`src/sv/ppm_pkg.sv`:
```
package ppm_pkg;

    // fixed field widths
    localparam int RAW_W  = 12;
    localparam int Q15_W  = 16;
    localparam int SM_W   = 24;
    localparam int TIME_W = 32;
    localparam int LIM_W  = 16;
    localparam int COEF_W = 8;
    localparam int PROD_W = 32;

    // quotient bits of a normalised position strictly inside the span
    localparam int Q_BITS = 15;
    localparam int CNT_W  = $clog2(Q_BITS + 1);

    localparam logic [Q15_W-1:0] FULL_Q15 = 16'h8000;

    // configuration register indexes
    typedef enum logic [2:0] {
        CFG_CHAN_A_MIN      = 3'd0,
        CFG_CHAN_A_MAX      = 3'd1,
        CFG_CHAN_B_MIN      = 3'd2,
        CFG_CHAN_B_MAX      = 3'd3,
        CFG_PRESSURE_LIMIT  = 3'd4,
        CFG_DEVIATION_LIMIT = 3'd5,
        CFG_CONFLICT_GRACE  = 3'd6,
        CFG_BRAKE_GRACE     = 3'd7
    } t_cfg_idx;

    typedef enum logic [3:0] {
        S_IDLE,
        S_PREP_A,
        S_DIV_A,
        S_PREP_B,
        S_DIV_B,
        S_FA_KEEP,
        S_FA_ADD,
        S_FB_KEEP,
        S_FB_ADD,
        S_FB_STORE,
        S_CONFLICT,
        S_BRAKE
    } t_state;

    typedef enum logic [1:0] {
        NK_ZERO,
        NK_FULL,
        NK_DIVIDE
    } t_norm_kind;

    typedef struct packed {
        t_norm_kind       kind;
        logic [RAW_W-1:0] num;
        logic [RAW_W-1:0] den;
    } t_norm_prep;

    typedef enum logic [1:0] {
        MAC_NONE,
        MAC_KEEP,
        MAC_ADD
    } t_mac_op;

    typedef struct packed {
        t_mac_op           op;
        logic [COEF_W-1:0] coef;
        logic [SM_W-1:0]   opnd;
    } t_mac_req;

    typedef struct packed {
        logic             start;
        logic [RAW_W-1:0] num;
        logic [RAW_W-1:0] den;
    } t_div_req;

    typedef struct packed {
        logic              done;
        logic [Q_BITS-1:0] quo;
    } t_div_stat;

endpackage

```
`src/sv/ppm_serial_div.sv`:
```
// restoring divider, one quotient bit per cycle, num < den assumed
module ppm_serial_div (
    input  logic                i_clk,
    input  logic                i_rst_n,
    input  ppm_pkg::t_div_req   i_req,
    output ppm_pkg::t_div_stat  o_stat
);
    import ppm_pkg::*;

    logic [RAW_W-1:0]  r_rem, n_rem;
    logic [RAW_W-1:0]  r_den, n_den;
    logic [Q_BITS-1:0] r_quo, n_quo;
    logic [CNT_W-1:0]  r_cnt, n_cnt;
    logic              r_busy, n_busy;
    logic              r_done, n_done;
    logic [RAW_W:0]    trial;
    logic [RAW_W:0]    trial_sub;

    always_comb begin
        n_rem     = r_rem;
        n_den     = r_den;
        n_quo     = r_quo;
        n_cnt     = r_cnt;
        n_busy    = r_busy;
        n_done    = 1'b0;
        trial     = {r_rem, 1'b0};
        trial_sub = trial - {1'b0, r_den};
        if (i_req.start) begin
            n_rem  = i_req.num;
            n_den  = i_req.den;
            n_quo  = '0;
            n_cnt  = CNT_W'(Q_BITS);
            n_busy = 1'b1;
        end else if (r_busy) begin
            if (trial >= {1'b0, r_den}) begin
                n_rem = trial_sub[RAW_W-1:0];
                n_quo = {r_quo[Q_BITS-2:0], 1'b1};
            end else begin
                n_rem = trial[RAW_W-1:0];
                n_quo = {r_quo[Q_BITS-2:0], 1'b0};
            end
            n_cnt = r_cnt - CNT_W'(1);
            if (r_cnt == CNT_W'(1)) begin
                n_busy = 1'b0;
                n_done = 1'b1;
            end
        end
    end

    always_ff @(posedge i_clk) begin
        if (!i_rst_n) begin
            r_busy <= 1'b0;
            r_done <= 1'b0;
            r_cnt  <= '0;
        end else begin
            r_busy <= n_busy;
            r_done <= n_done;
            r_cnt  <= n_cnt;
        end
        r_rem <= n_rem;
        r_den <= n_den;
        r_quo <= n_quo;
    end

    assign o_stat.done = r_done;
    assign o_stat.quo  = r_quo;

endmodule

```
`src/sv/ppm_filter_mac.sv`:
```
// shared multiplier for the low-pass filters: keep term, then add term
module ppm_filter_mac (
    input  logic              i_clk,
    input  ppm_pkg::t_mac_req i_req,
    output logic [23:0]       o_acc
);
    import ppm_pkg::*;

    logic [PROD_W-1:0] prod;
    logic [PROD_W-1:0] rounded;
    logic [SM_W-1:0]   r_acc, n_acc;

    assign prod    = PROD_W'(i_req.coef) * PROD_W'(i_req.opnd);
    assign rounded = prod + PROD_W'(128);

    always_comb begin
        case (i_req.op)
            MAC_KEEP: n_acc = rounded[SM_W+7:8];
            MAC_ADD:  n_acc = prod[SM_W-1:0] + r_acc;
            default:  n_acc = r_acc;
        endcase
    end

    always_ff @(posedge i_clk) begin
        r_acc <= n_acc;
    end

    assign o_acc = r_acc;

endmodule

```
`src/sv/pedal_plausibility_monitor_top.sv`:
```
// Pedal plausibility monitor. Each request carries two accelerator pedal
// sensor samples (direct and inverse), a brake pressure sample and a
// millisecond time stamp, and yields exactly one result: both filtered pedal
// positions, their mean and the torque demand in Q1.15 (32768 = full travel),
// plus the sensor fault and brake latch flags. Processing is sequential: each
// channel whose reading lies strictly inside its calibrated span passes
// through the shared 15-step restoring divider; a channel whose reading is
// at or beyond either end of its span, or whose span is zero, skips the
// divider. Input stall stays high from acceptance until the result register
// is loaded. The result sits in an output register, so the next request is
// taken while an earlier result waits downstream. Configuration is written
// through a plain write port; the user must write it only while the block is
// idle, which the block itself does not enforce.
module pedal_plausibility_monitor_top #(
    parameter int ADC_BITS      = 12,
    parameter int ALPHA_Q8      = 51,
    parameter int ENGAGE_LEVEL  = 8192,
    parameter int RELEASE_LEVEL = 1638
) (
    input  logic        i_clk,
    input  logic        i_rst_n,
    // configuration write port
    input  logic        i_cfg_we,
    input  logic [2:0]  i_cfg_index,
    input  logic [15:0] i_cfg_data,
    // sample request channel
    input  logic        i_in_valid,
    output logic        o_in_stall,
    input  logic [11:0] i_raw_a,
    input  logic [11:0] i_raw_b,
    input  logic [11:0] i_raw_pressure,
    input  logic [31:0] i_now_ms,
    // result channel
    output logic        o_out_valid,
    input  logic        i_out_stall,
    output logic [15:0] o_filtered_a,
    output logic [15:0] o_filtered_b,
    output logic [15:0] o_pedal_mean,
    output logic [15:0] o_torque_demand,
    output logic        o_sensor_fault,
    output logic        o_brake_fault
);
    import ppm_pkg::*;

    // only the low adc bits of each count are significant
    localparam int               USE_BITS = (ADC_BITS < RAW_W) ? ADC_BITS : RAW_W;
    localparam logic [RAW_W-1:0] ADC_MASK = RAW_W'((1 << USE_BITS) - 1);
    localparam logic [COEF_W-1:0] COEF_X    = COEF_W'(ALPHA_Q8);
    localparam logic [COEF_W-1:0] COEF_KEEP = COEF_W'(256 - ALPHA_Q8);
    localparam logic [Q15_W:0]    ENGAGE_Q  = (Q15_W + 1)'(ENGAGE_LEVEL);
    localparam logic [Q15_W:0]    RELEASE_Q = (Q15_W + 1)'(RELEASE_LEVEL);

    // signed span setup of one sensor, swapped calibration folded in
    function automatic t_norm_prep norm_prep(input logic [RAW_W-1:0] raw,
                                             input logic [RAW_W-1:0] lo,
                                             input logic [RAW_W-1:0] hi);
        t_norm_prep        p;
        logic signed [RAW_W:0] num;
        logic signed [RAW_W:0] den;
        num    = $signed({1'b0, raw}) - $signed({1'b0, lo});
        den    = $signed({1'b0, hi}) - $signed({1'b0, lo});
        p.kind = NK_ZERO;
        p.num  = '0;
        p.den  = '0;
        if (den < 0) begin
            num = -num;
            den = -den;
        end
        if (den == 0 || num <= 0) begin
            p.kind = NK_ZERO;
        end else if (num >= den) begin
            p.kind = NK_FULL;
        end else begin
            p.kind = NK_DIVIDE;
            p.num  = num[RAW_W-1:0];
            p.den  = den[RAW_W-1:0];
        end
        return p;
    endfunction

    // configuration registers
    logic [RAW_W-1:0]  r_a_min, r_a_max, r_b_min, r_b_max, r_p_limit;
    logic [LIM_W-1:0]  r_dev_limit, r_c_grace, r_b_grace;

    // sequencer
    t_state r_state, n_state;

    // captured request
    logic [RAW_W-1:0]  r_raw_a, r_raw_b, r_raw_p;
    logic [TIME_W-1:0] r_now;

    // normalised positions and filter state
    logic [Q15_W-1:0]  r_pos_a, r_pos_b;
    logic [SM_W-1:0]   r_smooth_a, r_smooth_b;

    // plausibility state
    logic [TIME_W-1:0] r_c_start, n_c_start;
    logic              r_c_seen, n_c_seen;
    logic              r_fault, n_fault;
    logic              r_cut, n_cut;
    logic [TIME_W-1:0] r_o_start, n_o_start;
    logic              r_o_seen, n_o_seen;
    logic              r_latch, n_latch;
    logic [Q15_W:0]    r_mean;

    // result register
    logic              r_out_valid;
    logic [Q15_W-1:0]  r_fa, r_fb, r_mean_out, r_torque;
    logic              r_fault_out, r_latch_out;

    // shared units
    t_div_req          div_req;
    t_div_stat         div_stat;
    t_mac_req          mac_req;
    logic [SM_W-1:0]   mac_acc;

    t_norm_prep        prep_a, prep_b;
    logic              b_span_zero;
    logic              in_take;
    logic              out_free;

    logic [SM_W-1:0]   diff;
    logic [SM_W-1:0]   dev_scaled;
    logic [TIME_W-1:0] c_elapsed, o_elapsed;
    logic [SM_W+1:0]   mean_sum;
    logic [SM_W:0]     fa_sum, fb_sum;
    logic [Q15_W-1:0]  torque_nx;
    logic              hard_brake;

    ppm_serial_div u_div (
        .i_clk   (i_clk),
        .i_rst_n (i_rst_n),
        .i_req   (div_req),
        .o_stat  (div_stat)
    );

    ppm_filter_mac u_mac (
        .i_clk (i_clk),
        .i_req (mac_req),
        .o_acc (mac_acc)
    );

    assign in_take     = i_in_valid && !o_in_stall;
    assign out_free    = !r_out_valid || !i_out_stall;
    assign o_in_stall  = (r_state != S_IDLE);

    assign prep_a      = norm_prep(r_raw_a, r_a_min, r_a_max);
    assign prep_b      = norm_prep(r_raw_b, r_b_min, r_b_max);
    assign b_span_zero = (r_b_min == r_b_max);

    // configuration writes, counts masked to the adc width
    always_ff @(posedge i_clk) begin
        if (!i_rst_n) begin
            r_a_min     <= '0;
            r_a_max     <= RAW_W'(4095) & ADC_MASK;
            r_b_min     <= '0;
            r_b_max     <= RAW_W'(4095) & ADC_MASK;
            r_p_limit   <= RAW_W'(500) & ADC_MASK;
            r_dev_limit <= LIM_W'(3277);
            r_c_grace   <= LIM_W'(100);
            r_b_grace   <= LIM_W'(500);
        end else if (i_cfg_we) begin
            case (t_cfg_idx'(i_cfg_index))
                CFG_CHAN_A_MIN:      r_a_min     <= i_cfg_data[RAW_W-1:0] & ADC_MASK;
                CFG_CHAN_A_MAX:      r_a_max     <= i_cfg_data[RAW_W-1:0] & ADC_MASK;
                CFG_CHAN_B_MIN:      r_b_min     <= i_cfg_data[RAW_W-1:0] & ADC_MASK;
                CFG_CHAN_B_MAX:      r_b_max     <= i_cfg_data[RAW_W-1:0] & ADC_MASK;
                CFG_PRESSURE_LIMIT:  r_p_limit   <= i_cfg_data[RAW_W-1:0] & ADC_MASK;
                CFG_DEVIATION_LIMIT: r_dev_limit <= i_cfg_data;
                CFG_CONFLICT_GRACE:  r_c_grace   <= i_cfg_data;
                CFG_BRAKE_GRACE:     r_b_grace   <= i_cfg_data;
                default: ;
            endcase
        end
    end

    // next state
    always_comb begin
        n_state = r_state;
        case (r_state)
            S_IDLE:     if (in_take) n_state = S_PREP_A;
            S_PREP_A:   n_state = (prep_a.kind == NK_DIVIDE) ? S_DIV_A : S_PREP_B;
            S_DIV_A:    if (div_stat.done) n_state = S_PREP_B;
            S_PREP_B: begin
                if (b_span_zero || prep_b.kind != NK_DIVIDE) begin
                    n_state = S_FA_KEEP;
                end else begin
                    n_state = S_DIV_B;
                end
            end
            S_DIV_B:    if (div_stat.done) n_state = S_FA_KEEP;
            S_FA_KEEP:  n_state = S_FA_ADD;
            S_FA_ADD:   n_state = S_FB_KEEP;
            S_FB_KEEP:  n_state = S_FB_ADD;
            S_FB_ADD:   n_state = S_FB_STORE;
            S_FB_STORE: n_state = S_CONFLICT;
            S_CONFLICT: n_state = S_BRAKE;
            S_BRAKE:    if (out_free) n_state = S_IDLE;
            default:    n_state = S_IDLE;
        endcase
    end

    // unit control per state
    always_comb begin
        div_req.start = 1'b0;
        div_req.num   = prep_a.num;
        div_req.den   = prep_a.den;
        mac_req.op    = MAC_NONE;
        mac_req.coef  = COEF_KEEP;
        mac_req.opnd  = r_smooth_a;
        case (r_state)
            S_PREP_A: begin
                div_req.start = (prep_a.kind == NK_DIVIDE);
            end
            S_PREP_B: begin
                div_req.start = !b_span_zero && (prep_b.kind == NK_DIVIDE);
                div_req.num   = prep_b.num;
                div_req.den   = prep_b.den;
            end
            S_FA_KEEP: begin
                mac_req.op = MAC_KEEP;
            end
            S_FA_ADD: begin
                mac_req.op   = MAC_ADD;
                mac_req.coef = COEF_X;
                mac_req.opnd = SM_W'(r_pos_a);
            end
            S_FB_KEEP: begin
                mac_req.op   = MAC_KEEP;
                mac_req.opnd = r_smooth_b;
            end
            S_FB_ADD: begin
                mac_req.op   = MAC_ADD;
                mac_req.coef = COEF_X;
                mac_req.opnd = SM_W'(r_pos_b);
            end
            default: ;
        endcase
    end

    // sensor disagreement check on the freshly filtered positions
    assign diff       = (r_smooth_a > r_smooth_b) ? (r_smooth_a - r_smooth_b)
                                                  : (r_smooth_b - r_smooth_a);
    assign dev_scaled = {r_dev_limit, 8'd0};
    assign c_elapsed  = r_now - r_c_start;
    assign mean_sum   = (SM_W + 2)'(r_smooth_a) + (SM_W + 2)'(r_smooth_b)
                      + (SM_W + 2)'(256);

    always_comb begin
        n_c_start = r_c_start;
        n_c_seen  = r_c_seen;
        n_fault   = r_fault;
        n_cut     = 1'b0;
        if (diff > dev_scaled) begin
            if (!r_c_seen) begin
                n_c_start = r_now;
                n_c_seen  = 1'b1;
            end else if (c_elapsed > TIME_W'(r_c_grace)) begin
                n_fault = 1'b1;
                n_cut   = 1'b1;
            end
        end else begin
            n_c_seen = 1'b0;
            n_fault  = 1'b0;
        end
    end

    // brake plausibility latch, skipped while a confirmed fault cuts torque
    assign o_elapsed  = r_now - r_o_start;
    assign hard_brake = (r_raw_p > r_p_limit) && (r_mean > ENGAGE_Q);

    always_comb begin
        n_o_start = r_o_start;
        n_o_seen  = r_o_seen;
        n_latch   = r_latch;
        torque_nx = r_mean[Q15_W-1:0];
        if (r_cut) begin
            torque_nx = '0;
        end else begin
            if (!r_latch) begin
                if (hard_brake) begin
                    if (!r_o_seen) begin
                        n_o_start = r_now;
                        n_o_seen  = 1'b1;
                    end else if (o_elapsed > TIME_W'(r_b_grace)) begin
                        n_latch  = 1'b1;
                        n_o_seen = 1'b0;
                    end
                end else begin
                    n_o_seen = 1'b0;
                end
            end
            if (n_latch) begin
                if (r_mean < RELEASE_Q) begin
                    n_latch = 1'b0;
                end else begin
                    torque_nx = '0;
                end
            end
        end
    end

    assign fa_sum = (SM_W + 1)'(r_smooth_a) + (SM_W + 1)'(128);
    assign fb_sum = (SM_W + 1)'(r_smooth_b) + (SM_W + 1)'(128);

    // control and state registers
    always_ff @(posedge i_clk) begin
        if (!i_rst_n) begin
            r_state     <= S_IDLE;
            r_smooth_a  <= '0;
            r_smooth_b  <= '0;
            r_c_start   <= '0;
            r_c_seen    <= 1'b0;
            r_fault     <= 1'b0;
            r_cut       <= 1'b0;
            r_o_start   <= '0;
            r_o_seen    <= 1'b0;
            r_latch     <= 1'b0;
            r_out_valid <= 1'b0;
        end else begin
            r_state <= n_state;
            case (r_state)
                S_FB_KEEP:  r_smooth_a <= mac_acc;
                S_FB_STORE: r_smooth_b <= mac_acc;
                S_CONFLICT: begin
                    r_c_start <= n_c_start;
                    r_c_seen  <= n_c_seen;
                    r_fault   <= n_fault;
                    r_cut     <= n_cut;
                end
                S_BRAKE: begin
                    if (out_free) begin
                        r_o_start <= n_o_start;
                        r_o_seen  <= n_o_seen;
                        r_latch   <= n_latch;
                    end
                end
                default: ;
            endcase
            // result register: loads on commit, empties when taken
            if (r_state == S_BRAKE && out_free) begin
                r_out_valid <= 1'b1;
            end else if (!i_out_stall) begin
                r_out_valid <= 1'b0;
            end
        end
    end

    // payload registers
    always_ff @(posedge i_clk) begin
        if (in_take) begin
            r_raw_a <= i_raw_a & ADC_MASK;
            r_raw_b <= i_raw_b & ADC_MASK;
            r_raw_p <= i_raw_pressure & ADC_MASK;
            r_now   <= i_now_ms;
        end
        case (r_state)
            S_PREP_A: begin
                r_pos_a <= (prep_a.kind == NK_FULL) ? FULL_Q15 : '0;
            end
            S_DIV_A: begin
                if (div_stat.done) begin
                    r_pos_a <= {1'b0, div_stat.quo};
                end
            end
            S_PREP_B: begin
                // inverse sensor: position is full travel minus normalised value
                if (b_span_zero || prep_b.kind == NK_FULL) begin
                    r_pos_b <= '0;
                end else begin
                    r_pos_b <= FULL_Q15;
                end
            end
            S_DIV_B: begin
                if (div_stat.done) begin
                    r_pos_b <= FULL_Q15 - {1'b0, div_stat.quo};
                end
            end
            S_CONFLICT: begin
                r_mean <= mean_sum[SM_W+1:9];
            end
            S_BRAKE: begin
                if (out_free) begin
                    r_fa        <= fa_sum[SM_W-1:8];
                    r_fb        <= fb_sum[SM_W-1:8];
                    r_mean_out  <= r_mean[Q15_W-1:0];
                    r_torque    <= torque_nx;
                    r_fault_out <= r_fault;
                    r_latch_out <= n_latch;
                end
            end
            default: ;
        endcase
    end

    assign o_out_valid     = r_out_valid;
    assign o_filtered_a    = r_fa;
    assign o_filtered_b    = r_fb;
    assign o_pedal_mean    = r_mean_out;
    assign o_torque_demand = r_torque;
    assign o_sensor_fault  = r_fault_out;
    assign o_brake_fault   = r_latch_out;

endmodule
```
`config.mk`:
```
export PLATFORM = sky130hd
export DESIGN_NAME = pedal_plausibility_monitor_top
export DESIGN_NICKNAME = d
export VERILOG_FILES = /design/src/sv/ppm_pkg.sv /design/src/sv/ppm_serial_div.sv /design/src/sv/ppm_filter_mac.sv /design/src/sv/pedal_plausibility_monitor_top.sv
export SDC_FILE = /design/constraint.sdc
export NUM_CORES = 2
export LEC_CHECK = 0
export BUFFER_PORTS_ARGS = -buffer_cell sky130_fd_sc_hd__buf_2
export CORE_MARGIN = 2
export CORE_UTILIZATION = 55
export CTS_BUF_LIST = sky130_fd_sc_hd__clkbuf_16
export DETAILED_ROUTE_END_ITERATION = 8
export PLACE_DENSITY_LB_ADDON = 0.2
export REMOVE_ABC_BUFFERS = 1
export SYNTH_ARGS = -nofsm -noshare
export SYNTH_HDL_FRONTEND = slang
export SYNTH_HIERARCHICAL = 1
export SYNTH_SLANG_ARGS = --single-unit
```
`constraint.sdc`:
```
create_clock -name i_clk -period 9.8 [get_ports i_clk]
set_input_delay 1.47 -clock i_clk [delete_from_list [all_inputs] [get_ports i_clk]]
set_output_delay 1.47 -clock i_clk [all_outputs]
set_load 0.005 [all_outputs]
```
==> results_dict.tcl <==
set metrics [dict create \
    wire_per_inst_um 18.9 \
    io_pins 160 \
    relSlewSlack_pct 16.8 \
    synth_cell_types 119 \
    htreeDepth 2 \
    rows 99 \
    clockBufferDepth 3 \
    post-place-ws_ps 1040 \
    fp.dieArea_um2 76300 \
    avgSynthCellArea_um2 8.60 \
    wirelength_mm 110 \
    root_buffer "clkbuf_16" \
    design_area_um2 44100 \
    worst_slack_ps 930 \
    finalHoldViolations 0 \
    dpl_cell_area_um2 42300 \
    path_max_fanout 49 \
    cts_hold_buf 0 \
    dpl.hpwl_mm 84.3 \
    grt.overflow.total 0 \
    cts_setup_buffers 0 \
    ys_seq_area_share_pct 29.3 \
    fmax_mhz 113 \
    max-vdd-ir-drop_mv 0.153 \
    rsz0062_at_grt "no" \
    async_reset_ff_share_pct 0 \
    first_iter_violations 2561 \
    tightest_slew_ps 1240 \
    holdPathStages 0 \
    via_per_inst 5.89 \
    grtUsageTotal_pct 28.1 \
    whs_endpoint "o_sensor_fault" \
    ys_seq_elements 482 \
    cts.clk_slew.worst_paths_ps 70 \
    leakagePower_nw 18.8 \
    timing.rr.end "u_mac/o_acc[22]" \
    setup_tns_ps 0 \
    area_growth_pct 8.26 \
    chipWidth_um 276 \
    hold_path.class "reg -> reg" \
    reg2reg_depth 27 \
    totalPowerFinal_mw 7.31 \
    p_per_area_nw_per_um2 166 \
    finClkSkew_ps 62.9 \
    status "finished clean" \
    fp.coreArea_um2 73200 \
    via_count 34200 \
    worstPathRequired_ps 10140 \
    min_period_ps 8870 \
    grt_pass1_wl_mm 176 \
    synth_edf_count 231 \
    clock_sinks 482 \
    synth_flop_cell "dfxtp_1" \
    critPathLaunchType "flip-flop" \
    gp_congestion 0.960 \
    die_h_um 276 \
    crit_start "r_state[0]" \
    hp-start "r_fault" \
    antenna_found_initial 3 \
    grt_pass1_vias 32800 \
    synth_top_area_share_pct 17.0 \
    drive_gt1_share_pct 8.00 \
    yosysTopAreaCell "edfxtp_1" \
    drv_slew 0 \
    drc 0 \
    cp.arrival_ps 9210 \
    drt_pass1_iterations 7 \
    ys.warnings.count 6 \
    nNetsFinal 5421 \
    endpoint_kind "flip-flop" \
    grt_max_degree 119 \
    cap_violations 0 \
    cts_buffers 54 \
    r2r_setup_slack_ps 930 \
    antenna_left 0 \
    setup_violations 0 \
    worstSetupPathType "reg -> reg" \
    start_util_pct 55.7 \
    cts_tree "built" \
    portBuffers 159 \
    syn_area_um2 40800 \
    r2r_start "r_state[0]" \
    cts-resized-gates 0 \
    clkLatencyLatePin_ps 640 \
    synth_area_leaders "edfxtp_1 17%, dfxtp_1 12%, ha_1 12%" \
    period_share_pct 90.5 \
    holdWs_ps 441 \
    synth_cells 4742 \
]
-- cell families after synthesis --
| logic type | Yosys count | share of synthesized area (%) |
|---|---|---|
| DFF | 482 | 29.3 |
| adders and majority gates | 529 | 18.8 |
| xor gates and xnor gates | 256 | 5.58 |
| other | 1 | 0.00920 |
| AOI/OAI and AO/OA | 1085 | 17.9 |
| buffers and inverters | 652 | 6.25 |
| and+or+nand+nor | 1657 | 20.1 |
| muxes | 80 | 2.00 |
-- metal layers --
| metal | wire length [µm] | up-vias | GRT usage (%) | part of all wire [%] |
|---|---|---|---|---|
| li1 | - | 16800 | - | - |
| met1 | 50300 | 16400 | 38.7 | 46 |
| met2 | 51400 | 916 | 47.2 | 47 |
| met3 | 5510 | 161 | 3.07 | 5.0 |
| met4 | 2770 | 0 | 7.38 | 2.5 |
| met5 | 0 | - | 0 | 0 |
-- per-stage QoR --
| stage | util [%] | instances |
|---|---|---|
| 3_3_place_gp | 57.8 | 5704 |
| 3_5_place_dp | 57.8 | 5704 |
| 4_1_cts | 60.3 | 5806 |
| 5_1_grt | 60.3 | 5809 |
| 2_1_floorplan | - | 4549 |
| 6_report | 60.3 | 5810 |
-- cells in the mapped netlist, drive strengths merged (54+ instances only) --
| master | n |
|---|---|
| a21o | 101 |
| nor2b | 54 |
| ha | 386 |
| edfxtp | 231 |
| o21ai | 177 |
| nand2 | 591 |
| xor2 | 86 |
| mux2i | 69 |
| nor2 | 307 |
| a21oi | 350 |
| dfxtp | 251 |
| xnor2 | 170 |
| nand3 | 115 |
| nand4 | 64 |
| inv | 454 |
| clkbuf | 165 |
| and2 | 161 |
| nor3 | 101 |
| fa | 142 |
-- cells in the final DEF (no fill, tap or decap), drive strengths merged, types with 47 or more instances in the layout --
cell    netlist  layout
edfxtp      231     231
fa          142     142
xor2         86      86
a21o        101     101
nand3b       48      48
nand3       115     115
o21a         50      50
and2        161     161
buf          33     196
inv         454     476
nor3        101     101
mux2i        69      69
dfxtp       251     251
a21oi       350     350
o21ai       177     177
xnor2       170     170
ha          386     386
nor2        307     307
nor2b        54      54
nand2       591     591
clkbuf      165      60
o22ai        47      47
nand4        64      64
-- worst max-delay path by stage --
stage | slack, ps | cells after the start | to
2_1_floorplan | -90 | 27 | u_mac/o_acc[22]
5_1_grt | 280 | 27 | u_mac/o_acc[22]
3_3_place_gp | 1200 | 27 | u_mac/o_acc[22]
4_1_cts | 960 | 27 | u_mac/o_acc[22]
6_report | 930 | 27 | u_mac/o_acc[22]
3_5_place_dp | 1040 | 27 | u_mac/o_acc[22]
-- state kept, by name, indices dropped and copies added (netlist names), 15 cells and up --
name             cells
r_b_grace           16
r_c_grace           16
o_pedal_mean        16
r_dev_limit         16
u_mac/o_acc         24
o_filtered_a        16
r_smooth_a          24
o_torque_demand     16
r_smooth_b          24
r_pos_b             16
o_filtered_b        16
r_pos_a             16
u_div/r_quo         15
r_mean              17
r_o_start           32
r_now               32
r_c_start           32
-- worst max-delay path: stages, from the launching register on --
cell	delay, ps
dfxtp_1	630
nor2_1	220
and3_1	240
buf_4	190
or2_2	340
inv_2	430
buf_4	470
and2_1	220
fa_1	450
fa_1	500
fa_1	480
inv_1	40
fa_1	470
inv_1	40
ha_1	440
nand2_1	110
o21ai_1	310
mux2_2	390
a211oi_2	380
ha_1	360
and3_1	220
a221oi_1	440
nor2b_1	90
a41o_1	230
o41ai_1	400
o21ai_0	210
xnor2_1	170
mux2i_1	90
-- area by class of cell --
class,count,area [µm²]
Tap cell,959,1200
Antenna cell,4,10.0
Multi-Input combinational cell,3613,26300
Timing Repair Buffer,196,1070
Fill cell,6509,29100
Inverter,454,1710
Sequential cell,482,12000
Clock inverter,42,342
Clock buffer,60,1500
-- where the power goes --
part,switching [mW],internal [mW]
logic,1.66,1.06
registers,0.147,2.35
clock network,0.902,1.19
(Power assumes the default switching activity.)
